### config.mk
export PLATFORM = sky130hd
export DESIGN_NAME = soundex_phonetic_encoder_unit_flat
export DESIGN_NICKNAME = d
export VERILOG_FILES = /design/src/rtl/sdx_pkg.sv /design/src/rtl/sdx_channels.sv /design/src/rtl/soundex_phonetic_encoder_unit.sv /design/src/flat_wrapper.sv
export SDC_FILE = /design/constraint.sdc
export NUM_CORES = 1
export LEC_CHECK = 0
export ABC_CLOCK_PERIOD_IN_PS = 11600
export BUFFER_PORTS_ARGS = -buffer_cell sky130_fd_sc_hd__buf_4
export CAP_MARGIN = 20
export CELL_PAD_IN_SITES_DETAIL_PLACEMENT = 0
export CELL_PAD_IN_SITES_GLOBAL_PLACEMENT = 1
export CORE_UTILIZATION = 45
export CTS_CLUSTER_DIAMETER = 60
export CTS_CLUSTER_SIZE = 25
export DETAILED_ROUTE_END_ITERATION = 8
export PLACE_DENSITY_LB_ADDON = 0.15
export SETUP_SLACK_MARGIN = 0.15
export SLEW_MARGIN = 20
export SYNTH_ARGS = -nofsm -noshare
export SYNTH_HDL_FRONTEND = slang
export SYNTH_SLANG_ARGS = --single-unit
### constraint.sdc
create_clock -name clk -period 11.6 [get_ports clk]
set_input_delay 0.58 -clock clk [delete_from_list [all_inputs] [get_ports clk]]
set_output_delay 0.58 -clock clk [all_outputs]
set_load 0.02 [all_outputs]
### src/rtl/sdx_pkg.sv
`default_nettype none

package sdx_pkg;

  // Character and code widths
  localparam int unsigned CharW = 8;
  localparam int unsigned LenW  = 3;

  typedef logic [CharW-1:0] char_t;
  typedef logic [LenW-1:0]  len_t;

  // Code length minimum and reset value
  localparam len_t LenMin   = len_t'(4);
  localparam len_t LenReset = len_t'(4);

  // ASCII and Latin-1 codes used by the encoder
  localparam char_t ChZero    = 8'h30;  // '0'
  localparam char_t ChSix     = 8'h36;  // '6'
  localparam char_t ChUpperA  = 8'h41;
  localparam char_t ChUpperZ  = 8'h5A;
  localparam char_t ChLowerA  = 8'h61;
  localparam char_t ChLowerZ  = 8'h7A;
  localparam char_t ChFemOrd  = 8'hAA;
  localparam char_t ChMicro   = 8'hB5;
  localparam char_t ChMascOrd = 8'hBA;
  localparam char_t ChLatinLo = 8'hC0;
  localparam char_t ChTimes   = 8'hD7;
  localparam char_t ChSmallLo = 8'hE0;
  localparam char_t ChSmallHi = 8'hFE;
  localparam char_t ChDivide  = 8'hF7;
  localparam char_t CaseDelta = 8'h20;

  // Soundex-style digit for A..Z; L gives 5, M and N give 4, unlike classic Soundex
  localparam char_t DigitOf [26] = '{
    8'h30, 8'h31, 8'h32, 8'h33, 8'h30, 8'h31, 8'h32, 8'h30, 8'h30, 8'h32,
    8'h32, 8'h35, 8'h34, 8'h34, 8'h30, 8'h31, 8'h32, 8'h36, 8'h32, 8'h33,
    8'h30, 8'h31, 8'h30, 8'h32, 8'h30, 8'h32
  };

  // Latin-1 upper-case fold
  function automatic char_t fold_upper(input char_t c);
    char_t r;
    r = c;
    if ((c >= ChLowerA && c <= ChLowerZ) ||
        (c >= ChSmallLo && c <= ChSmallHi && c != ChDivide)) begin
      r = c - CaseDelta;
    end
    return r;
  endfunction

  // Letter test on a folded character
  function automatic logic is_letter(input char_t c);
    return (c >= ChUpperA && c <= ChUpperZ) || c == ChFemOrd || c == ChMicro ||
           c == ChMascOrd || (c >= ChLatinLo && c != ChTimes && c != ChDivide);
  endfunction

  // Digit for a folded letter
  function automatic char_t letter_digit(input char_t c);
    char_t r;
    char_t off;
    r   = ChSix;
    off = c - ChUpperA;
    if (c >= ChUpperA && c <= ChUpperZ) begin
      r = DigitOf[off[4:0]];
    end
    return r;
  endfunction

endpackage

`default_nettype wire

### src/rtl/sdx_channels.sv
`default_nettype none

// Character stream channel
interface sdx_in_if;
  logic               valid;
  logic               ready;
  sdx_pkg::char_t     char_in;
  logic               word_end;

  modport source (output valid, output char_in, output word_end, input ready);
  modport sink   (input valid, input char_in, input word_end, output ready);
endinterface

// Code character channel
interface sdx_out_if;
  logic               valid;
  logic               ready;
  sdx_pkg::char_t     code_char;
  logic               code_last;

  modport source (output valid, output code_char, output code_last, input ready);
  modport sink   (input valid, input code_char, input code_last, output ready);
endinterface

`default_nettype wire

### src/rtl/soundex_phonetic_encoder_unit.sv
`default_nettype none

// Channel    Dir  Payload                      Transfer
// in_chan    in   char_in[7:0], word_end       valid & ready
// out_chan   out  code_char[7:0], code_last    valid & ready
// cfg        in   cfg_wdata[2:0] (code length) cfg_we
//
// One character per cycle while in_chan.ready is high; a character yields at
// most one code character in the cycle it is taken, registered in the output
// stage. At word end, trailing '0' padding leaves from a down counter, one per
// cycle while the output slot is free; input waits until the padding is out.
// in_chan.ready follows out_chan.ready combinationally through the output stage.
// Synchronous active-low reset clears word state; code length resets to 4.
module soundex_phonetic_encoder_unit (
  input  wire logic           clk,
  input  wire logic           rst_n,
  sdx_in_if.sink              in_chan,
  sdx_out_if.source           out_chan,
  input  wire logic           cfg_we,
  input  wire sdx_pkg::len_t  cfg_wdata
);
  import sdx_pkg::*;

  len_t  code_length_r;
  char_t prev_char_r,  prev_char_nxt;
  logic  in_word_r,    in_word_nxt;
  len_t  count_r,      count_nxt;
  len_t  pad_left_r,   pad_left_nxt;
  logic  out_valid_r,  out_valid_nxt;
  char_t out_char_r,   out_char_nxt;
  logic  out_last_r,   out_last_nxt;

  logic  slot_free;
  logic  in_xfer;
  char_t c_fold;
  len_t  len_eff;
  logic  emit;
  char_t emit_char;
  len_t  count_mid;
  len_t  pad_cnt;

  // Output slot frees when empty or being drained
  assign slot_free     = !out_valid_r || out_chan.ready;
  assign in_chan.ready = slot_free && (pad_left_r == '0);
  assign in_xfer       = in_chan.valid && in_chan.ready;

  assign out_chan.valid     = out_valid_r;
  assign out_chan.code_char = out_char_r;
  assign out_chan.code_last = out_last_r;

  // Character classification
  assign c_fold  = fold_upper(in_chan.char_in);
  assign len_eff = (code_length_r < LenMin) ? LenMin : code_length_r;

  // Per-character emission
  always_comb begin
    emit          = 1'b0;
    emit_char     = c_fold;
    count_mid     = count_r;
    prev_char_nxt = prev_char_r;
    if (!in_word_r) begin
      emit          = 1'b1;
      count_mid     = len_t'(1);
      prev_char_nxt = c_fold;
    end else if (c_fold != prev_char_r) begin
      prev_char_nxt = c_fold;
      if (is_letter(c_fold) && count_r < len_eff) begin
        emit      = 1'b1;
        emit_char = letter_digit(c_fold);
        count_mid = count_r + len_t'(1);
      end
    end
    // word end clears the compare reference
    if (in_chan.word_end) begin
      prev_char_nxt = '0;
    end
    pad_cnt = (in_chan.word_end && count_mid < len_eff) ? (len_eff - count_mid) : '0;
  end

  // Next state for word, padding and output stage
  always_comb begin
    in_word_nxt   = in_word_r;
    count_nxt     = count_r;
    pad_left_nxt  = pad_left_r;
    out_valid_nxt = out_valid_r && !out_chan.ready;
    out_char_nxt  = out_char_r;
    out_last_nxt  = out_last_r;
    if (in_xfer) begin
      if (in_chan.word_end) begin
        in_word_nxt = 1'b0;
        count_nxt   = '0;
      end else begin
        in_word_nxt = 1'b1;
        count_nxt   = count_mid;
      end
      if (emit) begin
        out_valid_nxt = 1'b1;
        out_char_nxt  = emit_char;
        pad_left_nxt  = pad_cnt;
        out_last_nxt  = (pad_cnt == '0) && (count_mid >= len_eff);
      end else if (pad_cnt != '0) begin
        out_valid_nxt = 1'b1;
        out_char_nxt  = ChZero;
        pad_left_nxt  = pad_cnt - len_t'(1);
        out_last_nxt  = (pad_cnt == len_t'(1));
      end
    end else if (pad_left_r != '0 && slot_free) begin
      out_valid_nxt = 1'b1;
      out_char_nxt  = ChZero;
      pad_left_nxt  = pad_left_r - len_t'(1);
      out_last_nxt  = (pad_left_r == len_t'(1));
    end
  end

  // Control state
  always_ff @(posedge clk) begin
    if (!rst_n) begin
      code_length_r <= LenReset;
      prev_char_r   <= '0;
      in_word_r     <= 1'b0;
      count_r       <= '0;
      pad_left_r    <= '0;
      out_valid_r   <= 1'b0;
    end else begin
      if (cfg_we) begin
        code_length_r <= cfg_wdata;
      end
      if (in_xfer) begin
        prev_char_r <= prev_char_nxt;
      end
      in_word_r   <= in_word_nxt;
      count_r     <= count_nxt;
      pad_left_r  <= pad_left_nxt;
      out_valid_r <= out_valid_nxt;
    end
  end

  // Output payload
  always_ff @(posedge clk) begin
    out_char_r <= out_char_nxt;
    out_last_r <= out_last_nxt;
  end

endmodule

`default_nettype wire

### src/flat_wrapper.sv
// flat-port wrapper written by rule: the top's interface ports become plain ports
module soundex_phonetic_encoder_unit_flat import sdx_pkg::*;
  (clk, rst_n, cfg_we, cfg_wdata, in_chan_valid, in_chan_char_in, in_chan_word_end, in_chan_ready, out_chan_valid, out_chan_code_char, out_chan_code_last, out_chan_ready);
  sdx_in_if in_chan_i ();
  sdx_out_if out_chan_i ();
  input  wire logic clk;
  input  wire logic rst_n;
  input  wire logic cfg_we;
  input  wire sdx_pkg::len_t cfg_wdata;
  input wire logic [$bits(in_chan_i.valid)-1:0] in_chan_valid;
  input wire logic [$bits(in_chan_i.char_in)-1:0] in_chan_char_in;
  input wire logic [$bits(in_chan_i.word_end)-1:0] in_chan_word_end;
  output wire logic [$bits(in_chan_i.ready)-1:0] in_chan_ready;
  output wire logic [$bits(out_chan_i.valid)-1:0] out_chan_valid;
  output wire logic [$bits(out_chan_i.code_char)-1:0] out_chan_code_char;
  output wire logic [$bits(out_chan_i.code_last)-1:0] out_chan_code_last;
  input wire logic [$bits(out_chan_i.ready)-1:0] out_chan_ready;
  assign in_chan_i.valid = in_chan_valid;
  assign in_chan_i.char_in = in_chan_char_in;
  assign in_chan_i.word_end = in_chan_word_end;
  assign in_chan_ready = in_chan_i.ready;
  assign out_chan_valid = out_chan_i.valid;
  assign out_chan_code_char = out_chan_i.code_char;
  assign out_chan_code_last = out_chan_i.code_last;
  assign out_chan_i.ready = out_chan_ready;
  soundex_phonetic_encoder_unit u_core (.clk(clk), .rst_n(rst_n), .in_chan(in_chan_i), .out_chan(out_chan_i), .cfg_we(cfg_we), .cfg_wdata(cfg_wdata));
endmodule
## Word-level counts from Yosys, hierarchy flattened

Memory sizes are Yosys's and may differ from the RTL's.
Index checks and enable logic that the tools add are counted.

| word-level totals | value |
|---|---|
| register bits | 28 |
| bits in read-only memories | 256 |
| input port bits | 17 |
| output and inout bits | 11 |
| word-level logic and storage cells | 103 |
| memories | 1 |

Memories:

| memory | words | width | rd ports | clocked after memory_dff | write ports | RTL line | text |
|---|---|---|---|---|---|---|---|
| (no name shown) | 32 | 8 | 1 | 0 | 0 | sdx_pkg.sv:64 | `r = DigitOf[off[4:0]];` |

| cells by class | value |
|---|---|
| add/sub/neg operators | 6 |
| order comparisons | 12 |
| equality and inequality tests | 11 |
| muxes and demuxes | 36 |
| bitwise operators | 1 |
| reductions and logical operators | 28 |

Operators by type and width:

| operator | count |
|---|---|
| two-way mux 8 bit | 14 |
| two-way mux 3 bit | 10 |
| == test 8 bit, second input constant | 3 |
| != test 8 bit, second input constant | 3 |
| greater-or-equal comparator 8 x 7 -> 1 bit, second input constant | 2 |
| greater-or-equal comparator 8 bit, second input constant | 2 |
| less-or-equal comparator 8 x 7 -> 1 bit, second input constant | 2 |
| logical AND 1 bit | 13 |
| two-way mux 1 bit | 12 |
| less-or-equal comparator 8 bit, second input constant | 1 |
| != test 8 bit | 1 |
| subtractor 8 x 6 -> 8 bit, second input constant | 1 |
| == test 3 x 1 -> 1 bit, second input constant | 2 |
| greater-or-equal comparator 6 bit, second input constant | 1 |
| logical NOT 3 bit | 2 |
| logical OR 1 bit | 6 |
| < comparator 3 bit | 2 |
| != test 3 bit, second input constant | 2 |
| inverter 5 -> 6 bit | 1 |
| nonzero test 3 bit | 2 |
| subtractor 3 x 1 -> 3 bit, second input constant | 2 |
| subtractor 5 x 1 -> 5 bit, second input constant | 1 |
| AND reduction 2 bit | 2 |
| adder 3 x 1 -> 3 bit, second input constant | 1 |
| other kinds (5) | 6 |

## Longest topological paths before layout

| logic depth | value |
|---|---|
| word-level depth | 22 |
| gate-level depth with buffers | 24 |
| mapped depth without buffers | 22 |

## Least setup slack after synthesis

Ideal clock, no wire load.

| path | value |
|---|---|
| kind | input to register |
| from | in in_chan_char_in[0] |
| to | reg u_core.out_char_r[0] (netlist: u_core.out_chan.code_char[0]), enable pin |
| setup time | 0.354 ns |
| data arrival time | 4.764 ns |
| data required time | 11.246 ns |
| slack | 6.483 ns |
| cell stages on the path | 21 |
| path through | buf_2 > inv_1 > ha_1 > inv_1 > or3_4 > o2111a_2 > o22ai_4 > xor2_1 > o211ai_2 > nand3_1 > mux2_2 > nand2_1 > ha_1 > a21oi_1 > a21o_1 > nand2_1 > o311ai_0 > ha_1 > nand3_1 > a21oi_1 > nand3b_1 |

| on the way | value |
|---|---|
| cells in the longest elaborated chain, start to end | 21 |
| elaborated cells on any way between the ends | 41 |

Ends and longest elaborated chain:

| element | RTL line | text |
|---|---|---|
| start: declaration | flat_wrapper.sv:11 | `input wire logic [$bits(in_chan_i.char_in)-1:0] in_chan_char_in;` |
| greater-or-equal comparator 8 bit / less-or-equal comparator 8 bit (equally long branches) | sdx_pkg.sv:45 | `(c >= ChSmallLo && c <= ChSmallHi && c != ChDivide)) begin` |
| logical AND 1 bit (2 in a row) | sdx_pkg.sv:45 |  |
| logical OR 1 bit | sdx_pkg.sv:44 | `if ((c >= ChLowerA && c <= ChLowerZ) \|\|` |
| two-way mux 8 bit * | sdx_pkg.sv:44 |  |
| greater-or-equal comparator 8 x 7 -> 1 bit / less-or-equal comparator 8 x 7 -> 1 bit (equally long branches) | sdx_pkg.sv:53 | `return (c >= ChUpperA && c <= ChUpperZ) \|\| c == ChFemOrd \|\| c == ChMicro \|\|` |
| logical AND 1 bit | sdx_pkg.sv:53 |  |
| logical OR 1 bit (3 in a row) | sdx_pkg.sv:53 |  |
| logical OR 1 bit | sdx_pkg.sv:54 | `c == ChMascOrd \|\| (c >= ChLatinLo && c != ChTimes && c != ChDivide);` |
| [... 2 more ...] | - |  |
| two-way mux 3 bit | soundex_phonetic_encoder_unit.sv:65 | `end else if (c_fold != prev_char_r) begin` |
| two-way mux 3 bit | soundex_phonetic_encoder_unit.sv:61 | `if (!in_word_r) begin` |
| < comparator 3 bit | soundex_phonetic_encoder_unit.sv:77 | `pad_cnt = (in_chan.word_end && count_mid < len_eff) ? (len_eff - count_mid) : '0;` |
| logical AND 1 bit | soundex_phonetic_encoder_unit.sv:77 |  |
| two-way mux 3 bit | soundex_phonetic_encoder_unit.sv:77 |  |
| nonzero test 3 bit | soundex_phonetic_encoder_unit.sv:101 | `end else if (pad_cnt != '0) begin` |
| != test 3 bit (no source line) * | - |  |
| AND reduction 2 bit (no source line) * | - |  |
| end signal: assignment | soundex_phonetic_encoder_unit.sv:140 | `out_char_r <= out_char_nxt;` |
| end: declaration | soundex_phonetic_encoder_unit.sv:30 | `char_t out_char_r, out_char_nxt;` |

Mark *: on every way between the ends. The rest lies on a longest branch, timed or not.
A chain may end at the register's enable or synchronous reset.

## Worst setup path in the final report

| path | value |
|---|---|
| from | in in_chan_char_in[0] |
| to | reg u_core.out_char_r[5] (netlist: u_core.out_chan.code_char[5]), enable pin |

Same word-level chain as after synthesis.

==> flow_summary.ini <==
[sta]
period_minus_slack_ps = 5860
report.final.slew_viol_count = 0
fin_skew_ps = 4.60
period_share_pct = 50.5
fin_ws_ps = 5740
timing.hold.ws_ps = 461
relSlewSlack_pct = 43.2
clock.fmax_ghz = 0.171
worst_pin_slew_ps = 841
setup_tns_ps = 0
grt_setup_unrepaired = no
hold_viol_final = 0
setup_viol = 0

[setup_path]
path_delay_family = compound AO/OA/AOI/OAI gates
critPathMaxStageDelay_ps = 730
required_ps = 11520
cp_max_fo = 12
path_class = in -> reg
arrival_ps = 5780
endpoint_kind = register
cp_common_cell = ha_1
path_cells = buf_4, inv_1, ha_1, inv_1, or3_4, o211a_1, nor4_1, o211ai_1, o311ai_2, nand3_1, mux2_2, nand2_1, ha_1, a21oi_1, a21o_1, nand2_1, o311ai_0, ha_1, nand3_1, a21oi_1, nand3b_1
critPathLaunchType = input port
cpMaxStageDelayCell = o311ai_0
crit_buf_inv = 3

[yosys]
avgSynthCellArea_um2 = 8.70
synth_top_area_share_pct = 16.3
synth_flop_cell = dfxtp_1
yosys.area.top_type = dfxtp_1
synth_edf_count = 9
yosysUniqueCellTypes = 65
async_flop_share_pct = 0
ys.warnings.count = 0
syn-instance-count = 268
synth_area_leaders = dfxtp_1, edfxtp_1, ha_1
ys_seq_area_share_pct = 27.9
syn_area_mm2 = 0.00233
syn_nets = 306
ys_seq_elements = 28

[global_routing]
grtUsageMet3_pct = 2.85
grt_util_all_layers_pct = 19.9
grt-ovfl-total = 0
grt_busiest_layer = met2
grt_pass1_wl_um = 8370
use_met1_pct = 29.0
grt_util_met2_pct = 31.2
antenna_found_initial = 0
grt_max_degree = 22
grt_pass1_vias = 1731

[final_layout]
fill_cells = 475
design_area_mm2 = 0.00262
layout_common_cells = buf_4, nand2_1, ha_1, a21oi_1, dfxtp_1
final_nets = 326
syn2layout_area_growth_pct = 12.5
drive_gt1_share_pct = 17.8
insertedDiodeCount = 0
layout_commonest_cell = buf_4

[clock_network]
clock-root-buffer = clkbuf_8
clk_latency_ps = 280
htree_num_levels = 1
cts_resized = 0
cts.sinks = 28
cts.reportedPaths.clkPinSlew_ps = 100
clk_path_buf_depth = 2
cts_inserted_buffers = 3
post_cts_buffers = 0
cts_tree = done
cts_hold_repair.buffers = 0

[placement]
dp_hpwl_um = 3840
place.gp.congestion = 0.889
numPortBuffers = 27
place_area_mm2 = 0.00255
dpl_worst_slack_ps = 5500

[worst_hold_path]
min_path_type = reg -> reg

[floorplanning]
ios = 28
std_cell_rows = 25
die_h_um = 74.0
initial_core_util_pct = 48.1
dieArea_mm2 = 0.00547
core_mm2 = 0.00485
die_w_um = 74.0

[flow_run]
max_cap_viol_count = 0

[power_and_ir_drop]
p_total_mw = 0.402
p_leak_nw = 1.08
powerDensity_mw_per_mm2 = 153
ir_worst_vdd_mv = 0.0856

[routing]
antenna_left = 0
wirelength_um = 5010
wl_per_cell_um = 14.2
vias = 1966
drcViolationCount = 0
viasPerCell = 5.55
firstDrtPassIters = 4
dr.first_iter.drc_count = 154

[run_status]
status = finished, final reports clean
-- synthesized netlist by cell type (2+ instances only) --
cell type / instances
o21a_1: 3
nor2b_1: 15
a211o_1: 2
nand2_1: 23
inv_1: 17
and3_1: 4
mux2i_1: 6
o211ai_1: 3
a21o_1: 2
nor3_1: 8
o21ai_0: 5
a22oi_1: 11
o21ai_1: 2
nand2b_1: 3
nand3b_1: 3
dfxtp_1: 19
o311ai_1: 2
or3_4: 2
xnor2_1: 6
nor4_1: 3
clkbuf_1: 5
xor2_1: 7
ha_1: 20
buf_2: 3
or3_1: 2
nand3_1: 8
a21oi_1: 19
a211oi_1: 2
o211ai_2: 2
buf_4: 3
nor2_1: 15
a21boi_0: 2
edfxtp_1: 9
-- stage by stage --
step                      util [%]  cells
final                         54.1    354
after global placement        52.6    350
after CTS                     54.1    354
after detailed placement      52.6    350
after floorplan                  -    268
after global routing          54.1    354
-- sequential cells by signal, summed over array words and instances, names as in the netlist --
name,flops
u_core.out_chan.valid,1
u_core.count_r,3
u_core.pad_left_r,3
u_core.out_chan.code_char,8
u_core.in_word_r,1
u_core.prev_char_r,8
u_core.code_length_r,3
u_core.out_chan.code_last,1
-- cell families (layout without fill, tap and decap cells) --
group	Yosys count	after routing	synth area share (%)
adder cells (fa/ha/maj)	21	21	11.6
XOR/XNOR	13	13	4.88
AO/OA/AOI/OAI	71	71	23.2
buffers and inverters	30	49	5.80
flip-flops	28	28	27.9
multiplexers	7	7	3.06
AND/OR/NAND/NOR	98	98	23.6
-- worst min-delay path, stage by stage (launching register included) --
cell     delay (ps)
dfxtp_1         320
nand2_1          50
mux2i_1          50
-- metal layers --
metal	wire, um	share of wire (%)
met5	0	0
met4	42	0.84
met3	253	5.0
met2	2220	44
met1	2500	50
-- worst paths after layout --
kind / cells past startpoint / startpoint / to / slack, ps
worst min register to register: 2 / u_core.pad_left_r[1] / u_core.pad_left_r[1] / 460
worst min-delay path: 2 / u_core.pad_left_r[1] / u_core.pad_left_r[1] / 460
worst max register to register: 15 / u_core.prev_char_r[6] / u_core.out_chan.code_char[5] / 6760
worst max-delay path: 21 / in_chan_char_in[0] / u_core.out_chan.code_char[5] / 5740
-- where the power goes --
| group | internal, mW | total (mW) | switching, mW |
|---|---|---|---|
| Sequential | 0.132 | 0.144 | 0.0118 |
| Combinational | 0.0715 | 0.182 | 0.110 |
| Clock | 0.0462 | 0.0768 | 0.0305 |
| Total | 0.250 | 0.402 | 0.152 |
-- area by class of cell --
| type | instances | area, um2 | share of cell area, % |
|---|---|---|---|
| Timing Repair Buffer | 27 | 203 | 7.73 |
| Multi-Input combinational cell | 210 | 1550 | 58.9 |
| Inverter | 18 | 67.6 | 2.58 |
| Clock inverter | 1 | 30.0 | 1.15 |
| Sequential cell | 28 | 651 | 24.8 |
| Clock buffer | 3 | 41.3 | 1.58 |
| Tap cell | 67 | 83.8 | 3.20 |
Power figures use the tool's default switching activity.
